--- src/rtl/rdae_pkg.sv ---
// ----------------------------------------------------------------------------
// rdae_pkg: shared types and constants for the radial dead zone block
// Sample format, register layout, beat structs, sequencer states and the
// load/step control word of the bit-serial arithmetic units.
// ----------------------------------------------------------------------------
package rdae_pkg;

   // sample format: signed, SAMPLE_BITS-1 fraction bits
   localparam int SAMPLE_BITS = 16;
   localparam int FRAC_BITS   = SAMPLE_BITS - 1;

   // one result bit per cycle in every serial unit
   localparam int STEPS = SAMPLE_BITS;
   localparam int CNT_W = $clog2(STEPS + 1);

   // register fields have 15 fraction bits: dead zone Q0.15, threshold Q1.15
   localparam int CFG_FRAC = 15;
   localparam int DZ_W     = 15;
   localparam int THR_W    = 16;
   localparam int ADDR_W   = 3;
   localparam int DATA_W   = 32;

   localparam logic [DZ_W-1:0]  DZ_RESET  = 15'd4915;
   localparam logic [THR_W-1:0] THR_RESET = 16'd33;

   // register select (address bit 2)
   localparam logic REG_DEAD_ZONE = 1'b0;
   localparam logic REG_THRESHOLD = 1'b1;

   // request kinds
   localparam logic REQ_SAMPLE = 1'b0;
   localparam logic REQ_REARM  = 1'b1;

   // axis codes
   localparam logic AXIS_X = 1'b0;
   localparam logic AXIS_Y = 1'b1;

   localparam logic [SAMPLE_BITS-1:0] ONE_Q   = {1'b1, {FRAC_BITS{1'b0}}};
   localparam logic [SAMPLE_BITS-1:0] MAX_POS = {1'b0, {FRAC_BITS{1'b1}}};

   typedef struct packed {
      logic                          req_type;
      logic signed [SAMPLE_BITS-1:0] stick_x;
      logic signed [SAMPLE_BITS-1:0] stick_y;
   } req_beat_type;

   typedef struct packed {
      logic                          axis_id;
      logic signed [SAMPLE_BITS-1:0] axis_value;
      logic                          last_of_run;
   } rsp_beat_type;

   typedef struct packed {
      logic load;
      logic step;
   } step_ctl_type;

   typedef enum logic [2:0] {
      ST_IDLE,
      ST_SQUARE,
      ST_ROOT,
      ST_SCALE,
      ST_AXIS_MUL,
      ST_AXIS_DIV,
      ST_DECIDE,
      ST_EMIT
   } state_type;

endpackage

--- src/rtl/rdae_smul.sv ---
// ----------------------------------------------------------------------------
// rdae_smul: bit-serial unsigned multiplier
// Shift-add, multiplier bits consumed LSB first from the low half of the
// product register; one bit per step, narrow adder on the high half.
// ----------------------------------------------------------------------------
module rdae_smul (
   input  logic                                  clock,
   input  rdae_pkg::step_ctl_type                ctl,
   input  logic [rdae_pkg::SAMPLE_BITS-1:0]      mcand,
   input  logic [rdae_pkg::SAMPLE_BITS-1:0]      mplier,
   output logic [2*rdae_pkg::SAMPLE_BITS-1:0]    product
);
   import rdae_pkg::*;

   localparam int W = SAMPLE_BITS;

   logic [2*W-1:0] prod_ff, prod_in;
   logic [W:0]     sum;

   always_comb begin
      sum     = {1'b0, prod_ff[2*W-1:W]} + (prod_ff[0] ? {1'b0, mcand} : {(W+1){1'b0}});
      prod_in = prod_ff;
      if (ctl.load) begin
         prod_in = {{W{1'b0}}, mplier};
      end else if (ctl.step) begin
         prod_in = {sum, prod_ff[W-1:1]};
      end
   end

   always_ff @(posedge clock) begin
      prod_ff <= prod_in;
   end

   assign product = prod_ff;

endmodule

--- src/rtl/rdae_isqrt.sv ---
// ----------------------------------------------------------------------------
// rdae_isqrt: digit-by-digit integer square root
// Two radicand bits enter per step, one root bit leaves; the final
// remainder is kept so the caller can tell an exact square.
// ----------------------------------------------------------------------------
module rdae_isqrt (
   input  logic                                  clock,
   input  rdae_pkg::step_ctl_type                ctl,
   input  logic [2*rdae_pkg::SAMPLE_BITS-1:0]    radicand,
   output logic [rdae_pkg::SAMPLE_BITS-1:0]      root,
   output logic                                  rem_nz
);
   import rdae_pkg::*;

   localparam int W = SAMPLE_BITS;

   logic [2*W-1:0] rad_ff, rad_in;
   logic [W:0]     rem_ff, rem_in;
   logic [W-1:0]   root_ff, root_in;
   logic [W+2:0]   trial_acc, trial_sub, diff;
   logic           fits;

   always_comb begin
      trial_acc = {rem_ff, rad_ff[2*W-1:2*W-2]};
      trial_sub = {1'b0, root_ff, 2'b01};
      diff      = trial_acc - trial_sub;
      fits      = trial_acc >= trial_sub;
      rad_in    = rad_ff;
      rem_in    = rem_ff;
      root_in   = root_ff;
      if (ctl.load) begin
         rad_in  = radicand;
         rem_in  = '0;
         root_in = '0;
      end else if (ctl.step) begin
         rad_in  = {rad_ff[2*W-3:0], 2'b00};
         rem_in  = fits ? diff[W:0] : trial_acc[W:0];
         root_in = {root_ff[W-2:0], fits};
      end
   end

   always_ff @(posedge clock) begin
      rad_ff  <= rad_in;
      rem_ff  <= rem_in;
      root_ff <= root_in;
   end

   assign root   = root_ff;
   assign rem_nz = |rem_ff;

endmodule

--- src/rtl/rdae_sdiv.sv ---
// ----------------------------------------------------------------------------
// rdae_sdiv: restoring bit-serial divider
// Partial remainder starts below the divisor, dividend low bits shift in
// MSB first and quotient bits shift out into the same register.
// ----------------------------------------------------------------------------
module rdae_sdiv (
   input  logic                                  clock,
   input  rdae_pkg::step_ctl_type                ctl,
   input  logic [rdae_pkg::SAMPLE_BITS-1:0]      rem_init,
   input  logic [rdae_pkg::SAMPLE_BITS-1:0]      low_bits,
   input  logic [rdae_pkg::SAMPLE_BITS-1:0]      divisor,
   output logic [rdae_pkg::SAMPLE_BITS-1:0]      quotient
);
   import rdae_pkg::*;

   localparam int W = SAMPLE_BITS;

   logic [W-1:0] rem_ff, rem_in;
   logic [W-1:0] quo_ff, quo_in;
   logic [W:0]   trial, diff;
   logic         fits;

   always_comb begin
      trial  = {rem_ff, quo_ff[W-1]};
      diff   = trial - {1'b0, divisor};
      fits   = trial >= {1'b0, divisor};
      rem_in = rem_ff;
      quo_in = quo_ff;
      if (ctl.load) begin
         rem_in = rem_init;
         quo_in = low_bits;
      end else if (ctl.step) begin
         rem_in = fits ? diff[W-1:0] : trial[W-1:0];
         quo_in = {quo_ff[W-2:0], fits};
      end
   end

   always_ff @(posedge clock) begin
      rem_ff <= rem_in;
      quo_ff <= quo_in;
   end

   assign quotient = quo_ff;

endmodule

--- src/rtl/radial_deadzone_axis_events.sv ---
// ----------------------------------------------------------------------------
// radial_deadzone_axis_events: scaled radial dead zone with axis change beats
// Two-axis stick samples are shaped radially and reported per axis when
// they move by more than the change threshold.
// ----------------------------------------------------------------------------
// Usage:
//   req_* carries one beat per request: a stick sample or a rearm. The block
//   takes one request at a time; req_stall is high while a sample is worked.
//   A rearm clears the last sent values and is absorbed in its accept cycle.
//   A live sample runs the serial chain in order: squares, square root, scale
//   divide, axis multiply and axis divide, on one-bit-per-cycle units, then
//   decide and emit; a sample inside the dead zone goes from the square
//   root straight to decide.
//   Each sample gives zero, one or two rsp_* beats (X before Y); last_of_run
//   marks the final one. A single output register holds the pending beat;
//   while rsp_stall is high it holds, and the next request is taken as soon
//   as the last beat of a sample is in that register.
//   psel/penable/pwrite write dead_zone (address 0) and change_threshold
//   (address 4); write only while idle. pready is always high.
//   Reset (synchronous) restores the register defaults, clears the sent
//   values, and leaves the first sample to report both axes.
// ----------------------------------------------------------------------------
module radial_deadzone_axis_events (
   input  logic                              clock,
   input  logic                              reset,
   // request channel
   input  logic                              req_valid,
   output logic                              req_stall,
   input  rdae_pkg::req_beat_type            req_data,
   // result channel
   output logic                              rsp_valid,
   input  logic                              rsp_stall,
   output rdae_pkg::rsp_beat_type            rsp_data,
   // register port
   input  logic                              psel,
   input  logic                              penable,
   input  logic                              pwrite,
   input  logic [rdae_pkg::ADDR_W-1:0]       paddr,
   input  logic [rdae_pkg::DATA_W-1:0]       pwdata,
   output logic [rdae_pkg::DATA_W-1:0]       prdata,
   output logic                              pready
);
   import rdae_pkg::*;

   localparam int W = SAMPLE_BITS;

   // Rescale a Q0.15 register to the sample format (shift up or down).
   function automatic logic [FRAC_BITS-1:0] dz_to_sample(input logic [DZ_W-1:0] v);
      logic [DZ_W+FRAC_BITS-1:0] w;
      w = {{FRAC_BITS{1'b0}}, v} << FRAC_BITS;
      w = w >> CFG_FRAC;
      return w[FRAC_BITS-1:0];
   endfunction

   function automatic logic [W-1:0] thr_to_sample(input logic [THR_W-1:0] v);
      logic [THR_W+FRAC_BITS-1:0] w;
      w = {{FRAC_BITS{1'b0}}, v} << FRAC_BITS;
      w = w >> CFG_FRAC;
      return w[W-1:0];
   endfunction

   function automatic logic [W-1:0] abs_mag(input logic [W-1:0] v);
      return v[W-1] ? (~v + W'(1)) : v;
   endfunction

   // Apply the sign; the positive side saturates at the largest code.
   function automatic logic [W-1:0] shape_axis(input logic neg, input logic [W-1:0] r);
      logic [W-1:0] res;
      if (neg) begin
         res = ~r + W'(1);
      end else if (r > MAX_POS) begin
         res = MAX_POS;
      end else begin
         res = r;
      end
      return res;
   endfunction

   // Full signed difference magnitude.
   function automatic logic [W:0] abs_diff(input logic [W-1:0] a, input logic [W-1:0] b);
      logic [W:0] d;
      d = {a[W-1], a} - {b[W-1], b};
      return d[W] ? (~d + (W+1)'(1)) : d;
   endfunction

   // ---------------------------------------------------------------- state
   state_type            state_ff, state_in;
   logic [CNT_W-1:0]     cnt_ff, cnt_in;
   logic [DZ_W-1:0]      dz_ff;
   logic [THR_W-1:0]     thr_ff;
   logic [W-1:0]         sent_x_ff, sent_y_ff;
   logic                 primed_ff;
   logic                 live_ff;
   logic                 ev_x_ff, ev_y_ff;
   logic [W-1:0]         x_ff, y_ff;
   logic                 rsp_valid_ff;
   rsp_beat_type         rsp_data_ff;

   // ---------------------------------------------------------------- datapath
   logic                 req_fire, rsp_free, wr_fire, phase_end;
   logic [W-1:0]         mag_x, mag_y;
   logic [W-1:0]         dz_w, thr_s;
   logic [W-1:0]         root;
   logic                 rem_nz, live_c;
   logic [W-1:0]         clamp, num, den;
   logic [2*W-1:0]       scaled_num;
   logic [2*W-1:0]       prod_x, prod_y;
   logic [W-1:0]         quo_x, quo_y;
   logic [W-1:0]         mplier_x, mplier_y;
   logic [W-1:0]         rem_init_x, rem_init_y, low_x, low_y, divisor;
   logic [W-1:0]         shaped_x, shaped_y;
   logic                 hit_x, hit_y;
   step_ctl_type         mul_ctl, root_ctl, div_ctl;
   logic                 capture_live, out_load;

   assign req_fire = req_valid && !req_stall;
   assign rsp_free = !rsp_valid_ff || !rsp_stall;
   assign wr_fire  = psel && penable && pwrite;
   assign phase_end = cnt_ff == CNT_W'(STEPS);

   assign mag_x = abs_mag(x_ff);
   assign mag_y = abs_mag(y_ff);
   assign dz_w  = {1'b0, dz_to_sample(dz_ff)};
   assign thr_s = thr_to_sample(thr_ff);

   // Live when m^2 > dz^2: from the floor root and whether it was exact.
   assign live_c = (root > dz_w) || ((root == dz_w) && rem_nz);

   assign clamp      = (root > ONE_Q) ? ONE_Q : root;
   assign num        = (clamp > dz_w) ? (clamp - dz_w) : '0;
   assign den        = ONE_Q - dz_w;
   assign scaled_num = {1'b0, num, {FRAC_BITS{1'b0}}};

   // Squares first, then |v| * scale; scale is the X lane's quotient.
   always_comb begin
      if (state_ff == ST_SQUARE) begin
         mplier_x = mag_x;
         mplier_y = mag_y;
      end else begin
         mplier_x = quo_x;
         mplier_y = quo_x;
      end
   end

   // Scale divide (both lanes run it, X is used), then per-axis divide by root.
   always_comb begin
      if (state_ff == ST_SCALE) begin
         rem_init_x = scaled_num[2*W-1:W];
         low_x      = scaled_num[W-1:0];
         rem_init_y = scaled_num[2*W-1:W];
         low_y      = scaled_num[W-1:0];
         divisor    = den;
      end else begin
         rem_init_x = prod_x[2*W-1:W];
         low_x      = prod_x[W-1:0];
         rem_init_y = prod_y[2*W-1:W];
         low_y      = prod_y[W-1:0];
         divisor    = root;
      end
   end

   rdae_smul u_mul_x (
      .clock   (clock),
      .ctl     (mul_ctl),
      .mcand   (mag_x),
      .mplier  (mplier_x),
      .product (prod_x)
   );

   rdae_smul u_mul_y (
      .clock   (clock),
      .ctl     (mul_ctl),
      .mcand   (mag_y),
      .mplier  (mplier_y),
      .product (prod_y)
   );

   rdae_isqrt u_isqrt (
      .clock    (clock),
      .ctl      (root_ctl),
      .radicand (prod_x + prod_y),
      .root     (root),
      .rem_nz   (rem_nz)
   );

   rdae_sdiv u_div_x (
      .clock    (clock),
      .ctl      (div_ctl),
      .rem_init (rem_init_x),
      .low_bits (low_x),
      .divisor  (divisor),
      .quotient (quo_x)
   );

   rdae_sdiv u_div_y (
      .clock    (clock),
      .ctl      (div_ctl),
      .rem_init (rem_init_y),
      .low_bits (low_y),
      .divisor  (divisor),
      .quotient (quo_y)
   );

   // Shaped values and change tests; zero inside the dead zone.
   assign shaped_x = live_ff ? shape_axis(x_ff[W-1], quo_x) : '0;
   assign shaped_y = live_ff ? shape_axis(y_ff[W-1], quo_y) : '0;
   assign hit_x    = !primed_ff || (abs_diff(shaped_x, sent_x_ff) > {1'b0, thr_s});
   assign hit_y    = !primed_ff || (abs_diff(shaped_y, sent_y_ff) > {1'b0, thr_s});

   // ---------------------------------------------------------------- next state
   always_comb begin
      state_in = state_ff;
      unique case (state_ff)
         ST_IDLE: begin
            if (req_fire && (req_data.req_type == REQ_SAMPLE)) begin
               state_in = ST_SQUARE;
            end
         end
         ST_SQUARE: begin
            if (phase_end) state_in = ST_ROOT;
         end
         ST_ROOT: begin
            if (phase_end) state_in = ST_SCALE;
         end
         ST_SCALE: begin
            if ((cnt_ff == '0) && !live_c) begin
               state_in = ST_DECIDE;
            end else if (phase_end) begin
               state_in = ST_AXIS_MUL;
            end
         end
         ST_AXIS_MUL: begin
            if (phase_end) state_in = ST_AXIS_DIV;
         end
         ST_AXIS_DIV: begin
            if (phase_end) state_in = ST_DECIDE;
         end
         ST_DECIDE: begin
            state_in = ST_EMIT;
         end
         ST_EMIT: begin
            // leave once the last pending beat goes into the output register, or at once if none
            if ((!ev_x_ff && !ev_y_ff) || (rsp_free && !(ev_x_ff && ev_y_ff))) begin
               state_in = ST_IDLE;
            end
         end
         default: state_in = ST_IDLE;
      endcase
   end

   // ---------------------------------------------------------------- outputs
   always_comb begin
      mul_ctl      = '0;
      root_ctl     = '0;
      div_ctl      = '0;
      capture_live = 1'b0;
      out_load     = 1'b0;
      cnt_in       = '0;
      unique case (state_ff)
         ST_IDLE: begin
         end
         ST_SQUARE, ST_AXIS_MUL: begin
            mul_ctl.load = cnt_ff == '0;
            mul_ctl.step = cnt_ff != '0;
            if (!phase_end) cnt_in = cnt_ff + CNT_W'(1);
         end
         ST_ROOT: begin
            root_ctl.load = cnt_ff == '0;
            root_ctl.step = cnt_ff != '0;
            if (!phase_end) cnt_in = cnt_ff + CNT_W'(1);
         end
         ST_SCALE: begin
            capture_live = cnt_ff == '0;
            div_ctl.load = (cnt_ff == '0) && live_c;
            div_ctl.step = cnt_ff != '0;
            if (!phase_end && !((cnt_ff == '0) && !live_c)) begin
               cnt_in = cnt_ff + CNT_W'(1);
            end
         end
         ST_AXIS_DIV: begin
            div_ctl.load = cnt_ff == '0;
            div_ctl.step = cnt_ff != '0;
            if (!phase_end) cnt_in = cnt_ff + CNT_W'(1);
         end
         ST_DECIDE: begin
         end
         ST_EMIT: begin
            out_load = rsp_free && (ev_x_ff || ev_y_ff);
         end
         default: begin
         end
      endcase
   end

   // ---------------------------------------------------------------- control regs
   always_ff @(posedge clock) begin
      if (reset) begin
         state_ff     <= ST_IDLE;
         cnt_ff       <= '0;
         dz_ff        <= DZ_RESET;
         thr_ff       <= THR_RESET;
         sent_x_ff    <= '0;
         sent_y_ff    <= '0;
         primed_ff    <= 1'b0;
         live_ff      <= 1'b0;
         ev_x_ff      <= 1'b0;
         ev_y_ff      <= 1'b0;
         rsp_valid_ff <= 1'b0;
      end else begin
         state_ff <= state_in;
         cnt_ff   <= cnt_in;

         if (wr_fire) begin
            if (paddr[2] == REG_DEAD_ZONE) begin
               dz_ff <= pwdata[DZ_W-1:0];
            end else begin
               thr_ff <= pwdata[THR_W-1:0];
            end
         end

         // rearm: drop the sent values and force both axes next time
         if (req_fire && (req_data.req_type == REQ_REARM)) begin
            sent_x_ff <= '0;
            sent_y_ff <= '0;
            primed_ff <= 1'b0;
         end

         if (capture_live) live_ff <= live_c;

         // the sent value doubles as the beat payload during emit
         if (state_ff == ST_DECIDE) begin
            ev_x_ff   <= hit_x;
            ev_y_ff   <= hit_y;
            primed_ff <= 1'b1;
            if (hit_x) sent_x_ff <= shaped_x;
            if (hit_y) sent_y_ff <= shaped_y;
         end

         if (out_load) begin
            rsp_valid_ff <= 1'b1;
            if (ev_x_ff) begin
               ev_x_ff <= 1'b0;
            end else begin
               ev_y_ff <= 1'b0;
            end
         end else if (rsp_valid_ff && !rsp_stall) begin
            rsp_valid_ff <= 1'b0;
         end
      end
   end

   // ---------------------------------------------------------------- payload regs
   always_ff @(posedge clock) begin
      if (req_fire) begin
         x_ff <= req_data.stick_x;
         y_ff <= req_data.stick_y;
      end
      if (out_load) begin
         if (ev_x_ff) begin
            rsp_data_ff.axis_id     <= AXIS_X;
            rsp_data_ff.axis_value  <= sent_x_ff;
            rsp_data_ff.last_of_run <= !ev_y_ff;
         end else begin
            rsp_data_ff.axis_id     <= AXIS_Y;
            rsp_data_ff.axis_value  <= sent_y_ff;
            rsp_data_ff.last_of_run <= 1'b1;
         end
      end
   end

   // ---------------------------------------------------------------- ports
   assign req_stall = state_ff != ST_IDLE;
   assign rsp_valid = rsp_valid_ff;
   assign rsp_data  = rsp_data_ff;
   assign pready    = 1'b1;
   assign prdata    = (paddr[2] == REG_THRESHOLD) ?
                      {{(DATA_W-THR_W){1'b0}}, thr_ff} :
                      {{(DATA_W-DZ_W){1'b0}}, dz_ff};

endmodule
--- config.mk ---
export PLATFORM = sky130hd
export DESIGN_NAME = radial_deadzone_axis_events
export DESIGN_NICKNAME = d
export VERILOG_FILES = /design/src/rtl/rdae_pkg.sv /design/src/rtl/rdae_smul.sv /design/src/rtl/rdae_isqrt.sv /design/src/rtl/rdae_sdiv.sv /design/src/rtl/radial_deadzone_axis_events.sv
export SDC_FILE = /design/constraint.sdc
export NUM_CORES = 1
export LEC_CHECK = 0
export BUFFER_PORTS_ARGS = -buffer_cell sky130_fd_sc_hd__buf_4
export CAP_MARGIN = 20
export CORE_MARGIN = 8
export CORE_UTILIZATION = 63
export DETAILED_ROUTE_END_ITERATION = 6
export PLACE_DENSITY = 0.82
export SLEW_MARGIN = 5
export SYNTH_ARGS = -nofsm -noshare
export SYNTH_HDL_FRONTEND = slang
export SYNTH_SLANG_ARGS = --single-unit
--- constraint.sdc ---
create_clock -name clock -period 9 [get_ports clock]
set_input_delay 0.9 -clock clock [delete_from_list [all_inputs] [get_ports clock]]
set_output_delay 0.9 -clock clock [all_outputs]
set_load 0.02 [all_outputs]
==> metrics.md, run 1 <==
| Metric | Value |
|---|---|
| Multi-input logic area | `about 15000 sq um` |
| GPL Wtd Cong | `roughly 0.98` |
| Initial detailed-routing violation count | `2316` |
| Met2 routed WL | `30.3 mm` |
| Setup TNS | `0 ns` |
| Final WS setup | `1.46 ns` |
| FF-to-FF End | `sent_x_ff[0]` |
| Core box area | `38400 sq um` |
| Clk Latency, worst-skew pair | `about 0.57 ns` |
| Most frequent cells in the layout | `nand2_1 (326), o21ai_0 (218), ha_1 (216)` |
| Critical Path RT | `between 9 and 10 ns` |
| Layout cells sized above 1 | `7.76%` |
| Post-CTS sizing | `0` |
| Post-Syn Area | `24300 sq um` |
| Initial antenna violation count | `0` |
| Multiplexer share of the synthesized area | `1.19%` |
| WL final | `67.8 mm` |
| Critical path peak fanout | `16` |
| RSZ-0062 raised after global routing | `false` |
| Cts hold-fix bufs | `0` |
| Mean post-synth cell area | `roughly 8.5 sq um` |
| Fraction of the yosys area taken by sequential cells | `33.6%` |
| XOR/XNOR Fraction of Synth Area | `6.66%` |
| Synth Area in Simple Gates | `17.8%` |
| Met3 wire length | `5.29 mm` |
| Initial Utilization | `63.4%` |
| Compound-Gate Fraction of Synth Area | `23.7%` |
| PortBufs | `92` |
| Die Area | `approximately 45000 sq um` |
| DRT met1 WL | `28.9 mm` |
| H-tree level count | `2` |
| Num rows | `72` |
| Nets | `3184` |
| Drt first pass iters | `6` |
| CP Capture Type | `register` |
| Crit Reg-Reg Startpoint | `x_ff[15]` |
| Final hold vios | `0` |
| Vias in the first global route | `20300` |
| Residual DRC count | `0` |
| Area grow syn2layout | `8.99%` |
| Finish-stage setup viols | `0` |
| Outcome | `completed` |
| CTS tree | `yes` |
| Largest net degree at the start of global routing | `approximately 100` |
| Post-Synthesis Cells | `approximately 2900` |
| Minimum clock period | `roughly 7.5 ns` |
| Root buffer cell | `clkbuf_16` |
| Longest Clk Path Bufs | `3` |
| Post-synth EDFFs | `between 150 and 200` |
| CTS buffer count | `38` |
| Clock Pin Slew Worst Setup and Hold Paths | `~0.060 ns` |
| Crit path kind | `register to register` |
| VDD IR max | `0.189 mV` |
| Post-synth cell types | `100` |
| GR Overflow Total | `0` |
| Power per cell area | `166 nW/um^2` |
| Diode count | `0` |
| R2R setup slack | `approximately 1.5 ns` |
| Die H | `roughly 210 um` |
| Final ANT Viol Nets | `0` |
| Vias/cell | `6.37` |
| Hold path depth | `2` |
| Fmax | `133 MHz` |
| Setup Slack @ Placement | `1.63 ns` |
| Worst hold margin | `0.461 ns` |
| Setup Buffers After CTS | `0` |
| Arr. time, crit path | `8.04 ns` |
| CTS Sinks | `about 320` |
| Synth async-reset ratio | `0%` |
| Min-delay src | `thr_ff[15]` |
| Hold Crit Endpoint | `thr_ff[15]` |
| Pleak | `11.0 nW` |
| Final Cycle Share | `83.8%` |
| Max Used Layer | `met4` |
| Worst Skew | `0.00914 ns` |
| Total Routing Usage GR | `a little under 30%` |
| Hold Crit Class | `register to register` |
| # IOs | `128` |
| Main combinational cell family by area after synthesis | `compound AO/OA/AOI/OAI gates` |
| DR WL/cell | `19.8 um` |
| Synth Area in Adders | `between 10% and 20%` |
| Top FF cell, synth | `edfxtp_1` |
| Seq cells post-synth | `about 320` |
| Die width | `212 um` |
| Final Util | `between 60% and 70%` |
| Pins Over Slew Limit | `0` |
| Worst Max-Slew Pin Slew | `between 1 and 1.5 ns` |
| First-pass GRT wire length | `106 mm` |
| Startpoint types | `register` |
| Slew HR | `27.5%` |
| Sequential Area | `8170 sq um` |
| # fillers | `3087` |
| R2R depth | `26` |
| Via count | `roughly 22000` |
| Commonest non-fill, non-tap cell in the layout | `nand2_1` |
| Hpwl dp | `51.7 mm` |
| Maximum capacitance violations | `0` |
| Warnings from Yosys | `0` |
sequential cells by signal (all words and copies together), names as in the netlist, 3 cells and up:
name and cells:
u_div_x.rem_ff 16, u_isqrt.root 16, cnt_ff 5, thr_ff 16, u_isqrt.rem_ff 17, state_ff 3, u_div_y.rem_ff 16, dz_ff 15
u_div_y.quotient 16, u_isqrt.rad_ff 32, u_div_x.quotient 16, u_mul_x.product 32, y_ff 16, sent_y_ff 16, x_ff 16, rsp_data 18
u_mul_y.product 32, sent_x_ff 16
layout make-up:
cell class,count,area share (%)
Multi-Input combinational cell,2247,56.5
Sequential cell,319,30.8
Clock buffer,52,4.02
Timing Repair Buffer,115,3.28
Tap cell,518,2.44
Inverter,164,2.32
Clock inverter,16,0.595
report_power, final:
part / internal, mW / switching [mW]
sequential: 1.63 / 0.107
clock: 0.892 / 0.637
combinational: 0.451 / 0.686
per-layer routing:
layer	global-route usage [%]	vias up
met1	39.1	10200
li1	-	10500
met4	14.2	0
met2	46.0	970
met3	3.69	178
met5	0	-
Yosys cell counts, types with 37 or more instances:
| cell type | number | area, sq um |
|---|---|---|
| nand2_1 | 328 | 1230 |
| o21ai_0 | 219 | 1100 |
| ha_1 | 216 | 2700 |
| nor2_1 | 206 | 773 |
| a21oi_1 | 195 | 976 |
| edfxtp_1 | 178 | 5350 |
| inv_1 | 162 | 608 |
| dfxtp_1 | 141 | 2820 |
| clkbuf_1 | 101 | 379 |
| xor2_1 | 95 | 832 |
| xnor2_1 | 90 | 788 |
| a21o_1 | 86 | 646 |
| nand3_1 | 86 | 430 |
| nor3_1 | 86 | 430 |
| a211oi_1 | 64 | 480 |
| nor2b_1 | 40 | 250 |
| o31ai_1 | 38 | 285 |
| o21a_1 | 37 | 278 |
logic make-up (layout without fill, tap and decap cells):
family                     count (synthesis)  in the layout
AOI/OAI and AO/OA                        873            873
xor gates and xnor gates                 185            185
adders and majority gates                224            224
buffers and inverters                    305            347
DFF                                      319            319
muxes                                     28             28
other                                      2             17
and+or+nand+nor                          920            920
how the worst max path moves through the flow:
| stage | endpoint | slack, ns | start | cells past startpoint |
|---|---|---|---|---|
| detailed placement | sent_x_ff[0] | 1.63 | x_ff[15] | 25 |
| finish | sent_x_ff[0] | 1.46 | x_ff[15] | 26 |
| floorplan | sent_x_ff[10] | 2.61 | u_div_x.quotient[4] | 29 |
| global route | sent_x_ff[2] | 0.89 | u_div_x.quotient[3] | 28 |
| CTS | sent_x_ff[0] | 1.56 | x_ff[15] | 25 |
| global placement | sent_x_ff[9] | 1.76 | x_ff[15] | 25 |
worst max-delay path, stage by stage (launching register included):
cell	delay, ns
edfxtp_1	0.73
nor2_1	0.38
o21ai_0	0.55
ha_1	0.28
inv_1	0.06
fa_1	0.41
a21oi_1	0.28
o22a_1	0.33
a211oi_1	0.15
a211o_1	0.34
a21oi_1	0.23
nand2b_1	0.13
a21oi_1	0.06
buf_4	0.20
a21oi_1	0.16
xor2_1	0.17
ha_1	0.26
a211oi_1	0.25
nor2_1	0.08
a2111oi_0	0.34
o21ai_0	0.16
a221o_1	0.37
a21oi_1	0.16
o21a_1	0.17
a21oi_1	0.10
nor3b_2	0.87
a22o_1	0.24
stage by stage:
stage	cells	cell area (sq um)	total power [mW]
2_1_floorplan	2871	24400	2.57
3_3_place_gp	3360	25300	2.82
3_5_place_dp	3361	25300	2.86
4_1_cts	3429	26500	4.39
5_1_grt	3431	26500	4.58
6_report	3431	26500	4.41
No activity file was read; power rests on OpenSTA's default activity.
==> run 2, diff against run 1 <==
Settings changed: CORE_UTILIZATION 63 to 57, PLACE_DENSITY 0.82 to 0.78.
Clock period 9 ns to 6.84 ns, I/O delays scaled along.
==> metrics.md, run 2 (same netlist as run 1, synthesis figures left out) <==
| Metric | Value |
|---|---|
| CP top delay family | `compound AO/OA/AOI/OAI gates` |
| GPL Wtd Cong | `0.932` |
| VDD IR max | `0.222 mV` |
| Vias/cell | `about 6.2` |
| Initial antenna violation count | `0` |
| # IOs | `128` |
| CP Capture Type | `register` |
| Die Area | `49500 sq um` |
| Worst Max-Slew Pin Slew | `approximately 1.1 ns` |
| Maximum capacitance violations | `0` |
| Most frequent cells in the layout | `nand2_1 (326), o21ai_0 (217), ha_1 (214)` |
| Die width | `223 um` |
| CP peak stage delay | `0.61 ns` |
| Final Cycle Share | `between 90% and 100%` |
| Final Util | `63.6%` |
| Slowest-stage cell, CP | `or4_2` |
| Longest Clk Path Bufs | `3` |
| Power per cell area | `around 220 nW/um^2` |
| Crit path kind | `register to register` |
| Arr. time, crit path | `6.95 ns` |
| Critical Path RT | `approximately 7.3 ns` |
| Layout cells sized above 1 | `8.68%` |
| Diode count | `0` |
| WL final | `70.0 mm` |
| Startpoint types | `register` |
| Finish-stage setup viols | `0` |
| Initial detailed-routing violation count | `2137` |
| Met2 routed WL | `~32 mm` |
| Num rows | `75` |
| Total Routing Usage GR | `27.1%` |
| DR WL/cell | `20.2 um` |
| Max Used Layer | `met4` |
| Crit path buffers/inverters | `2` |
| GR Overflow Total | `0` |
| Largest net degree at the start of global routing | `98` |
| Worst Skew | `around 0.023 ns` |
| Die H | `approximately 220 um` |
| Hpwl dp | `53.6 mm` |
| First-pass GRT wire length | `approximately 110 mm` |
| Slew HR | `28.5%` |
| Initial Utilization | `between 50% and 60%` |
| Drt first pass iters | `6` |
| Power, Total | `5.79 mW` |
| Nets | `3198` |
| Minimum clock period | `6.45 ns` |
| Pleak | `11.1 nW` |
| Met3 wire length | `around 4.5 mm` |
| PortBufs | `92` |
| Commonest non-fill, non-tap cell in the layout | `nand2_1` |
| Area grow syn2layout | `9.84%` |
| Final hold vios | `0` |
| Vias in the first global route | `around 20000` |
| Via count | `21600` |
| Critical path peak fanout | `16` |
| Hold Crit Class | `primary input to register` |
| CTS buffer count | `38` |
| Most frequent CP cell | `ha_1` |
| Core box area | `~42000 sq um` |
| Pins Over Slew Limit | `0` |
| DRT met1 WL | `31.2 mm` |
| CTS tree | `yes` |
| CTS Sinks | `319` |
| Cts hold-fix bufs | `0` |
| Clock Pin Slew Worst Setup and Hold Paths | `0.06 ns` |
| Worst hold margin | `0.294 ns` |
| Fmax | `155 MHz` |
| Residual DRC count | `0` |
| Outcome | `completed` |
| Final ANT Viol Nets | `0` |
| Clk Latency, worst-skew pair | `0.57 ns` |
| H-tree level count | `2` |
| Root buffer cell | `clkbuf_16` |
==> run 2: final timing paths <==
check | startpoint | endpoint | slack, ns | cells after the start
max | u_div_y.quotient[0] | sent_y_ff[5] | 0.39 | 25
min | req_data[11] | y_ff[11] | 0.29 | 1
max reg2reg | u_div_y.quotient[0] | sent_y_ff[5] | 0.39 | 25
min reg2reg | thr_ff[15] | thr_ff[15] | 0.46 | 2
==> run 2: per-layer routing <==
layer	global-route usage [%]	vias to the layer above
met5	0	-
met4	9.92	0
met3	3.48	128
met1	37.1	10200
met2	43.6	797
li1	-	10500
==> run 2: timing repair <==
action                                  4_1_cts  5_1_grt
resized for setup                             4       13
gates cloned                                  0        0
setup buffers                                 0        2
pin swaps                                     0        3
endpoints found under the setup margin       11       32
==> run 2: metrics by stage <==
step / area [sq um] / std cells / worst slack (ns) / TNS, ns
after floorplan: 24400 / 2871 / 0.451 / 0
after global placement: 25400 / 3391 / 0.0812 / 0
after detailed placement: 25400 / 3393 / -0.0445 / -0.355
after CTS: 26600 / 3459 / 0.0227 / 0
after global routing: 26700 / 3464 / -0.0278 / -0.158
final: 26700 / 3464 / 0.391 / 0
==> run 2: final cells by class <==
class | count | area [sq um]
Fill cell | 3539 | 15300
Multi-Input combinational cell | 2247 | 15100
Sequential cell | 319 | 8170
Clock buffer | 46 | 1020
Timing Repair Buffer | 129 | 1000
Tap cell | 539 | 674
Inverter | 164 | 616
Clock inverter | 20 | 173
==> run 2: where the power goes <==
part | internal, mW | switching, mW | total (mW)
logic | 0.598 | 0.905 | 1.50
registers | 2.15 | 0.144 | 2.29
clock network | 1.14 | 0.848 | 1.99
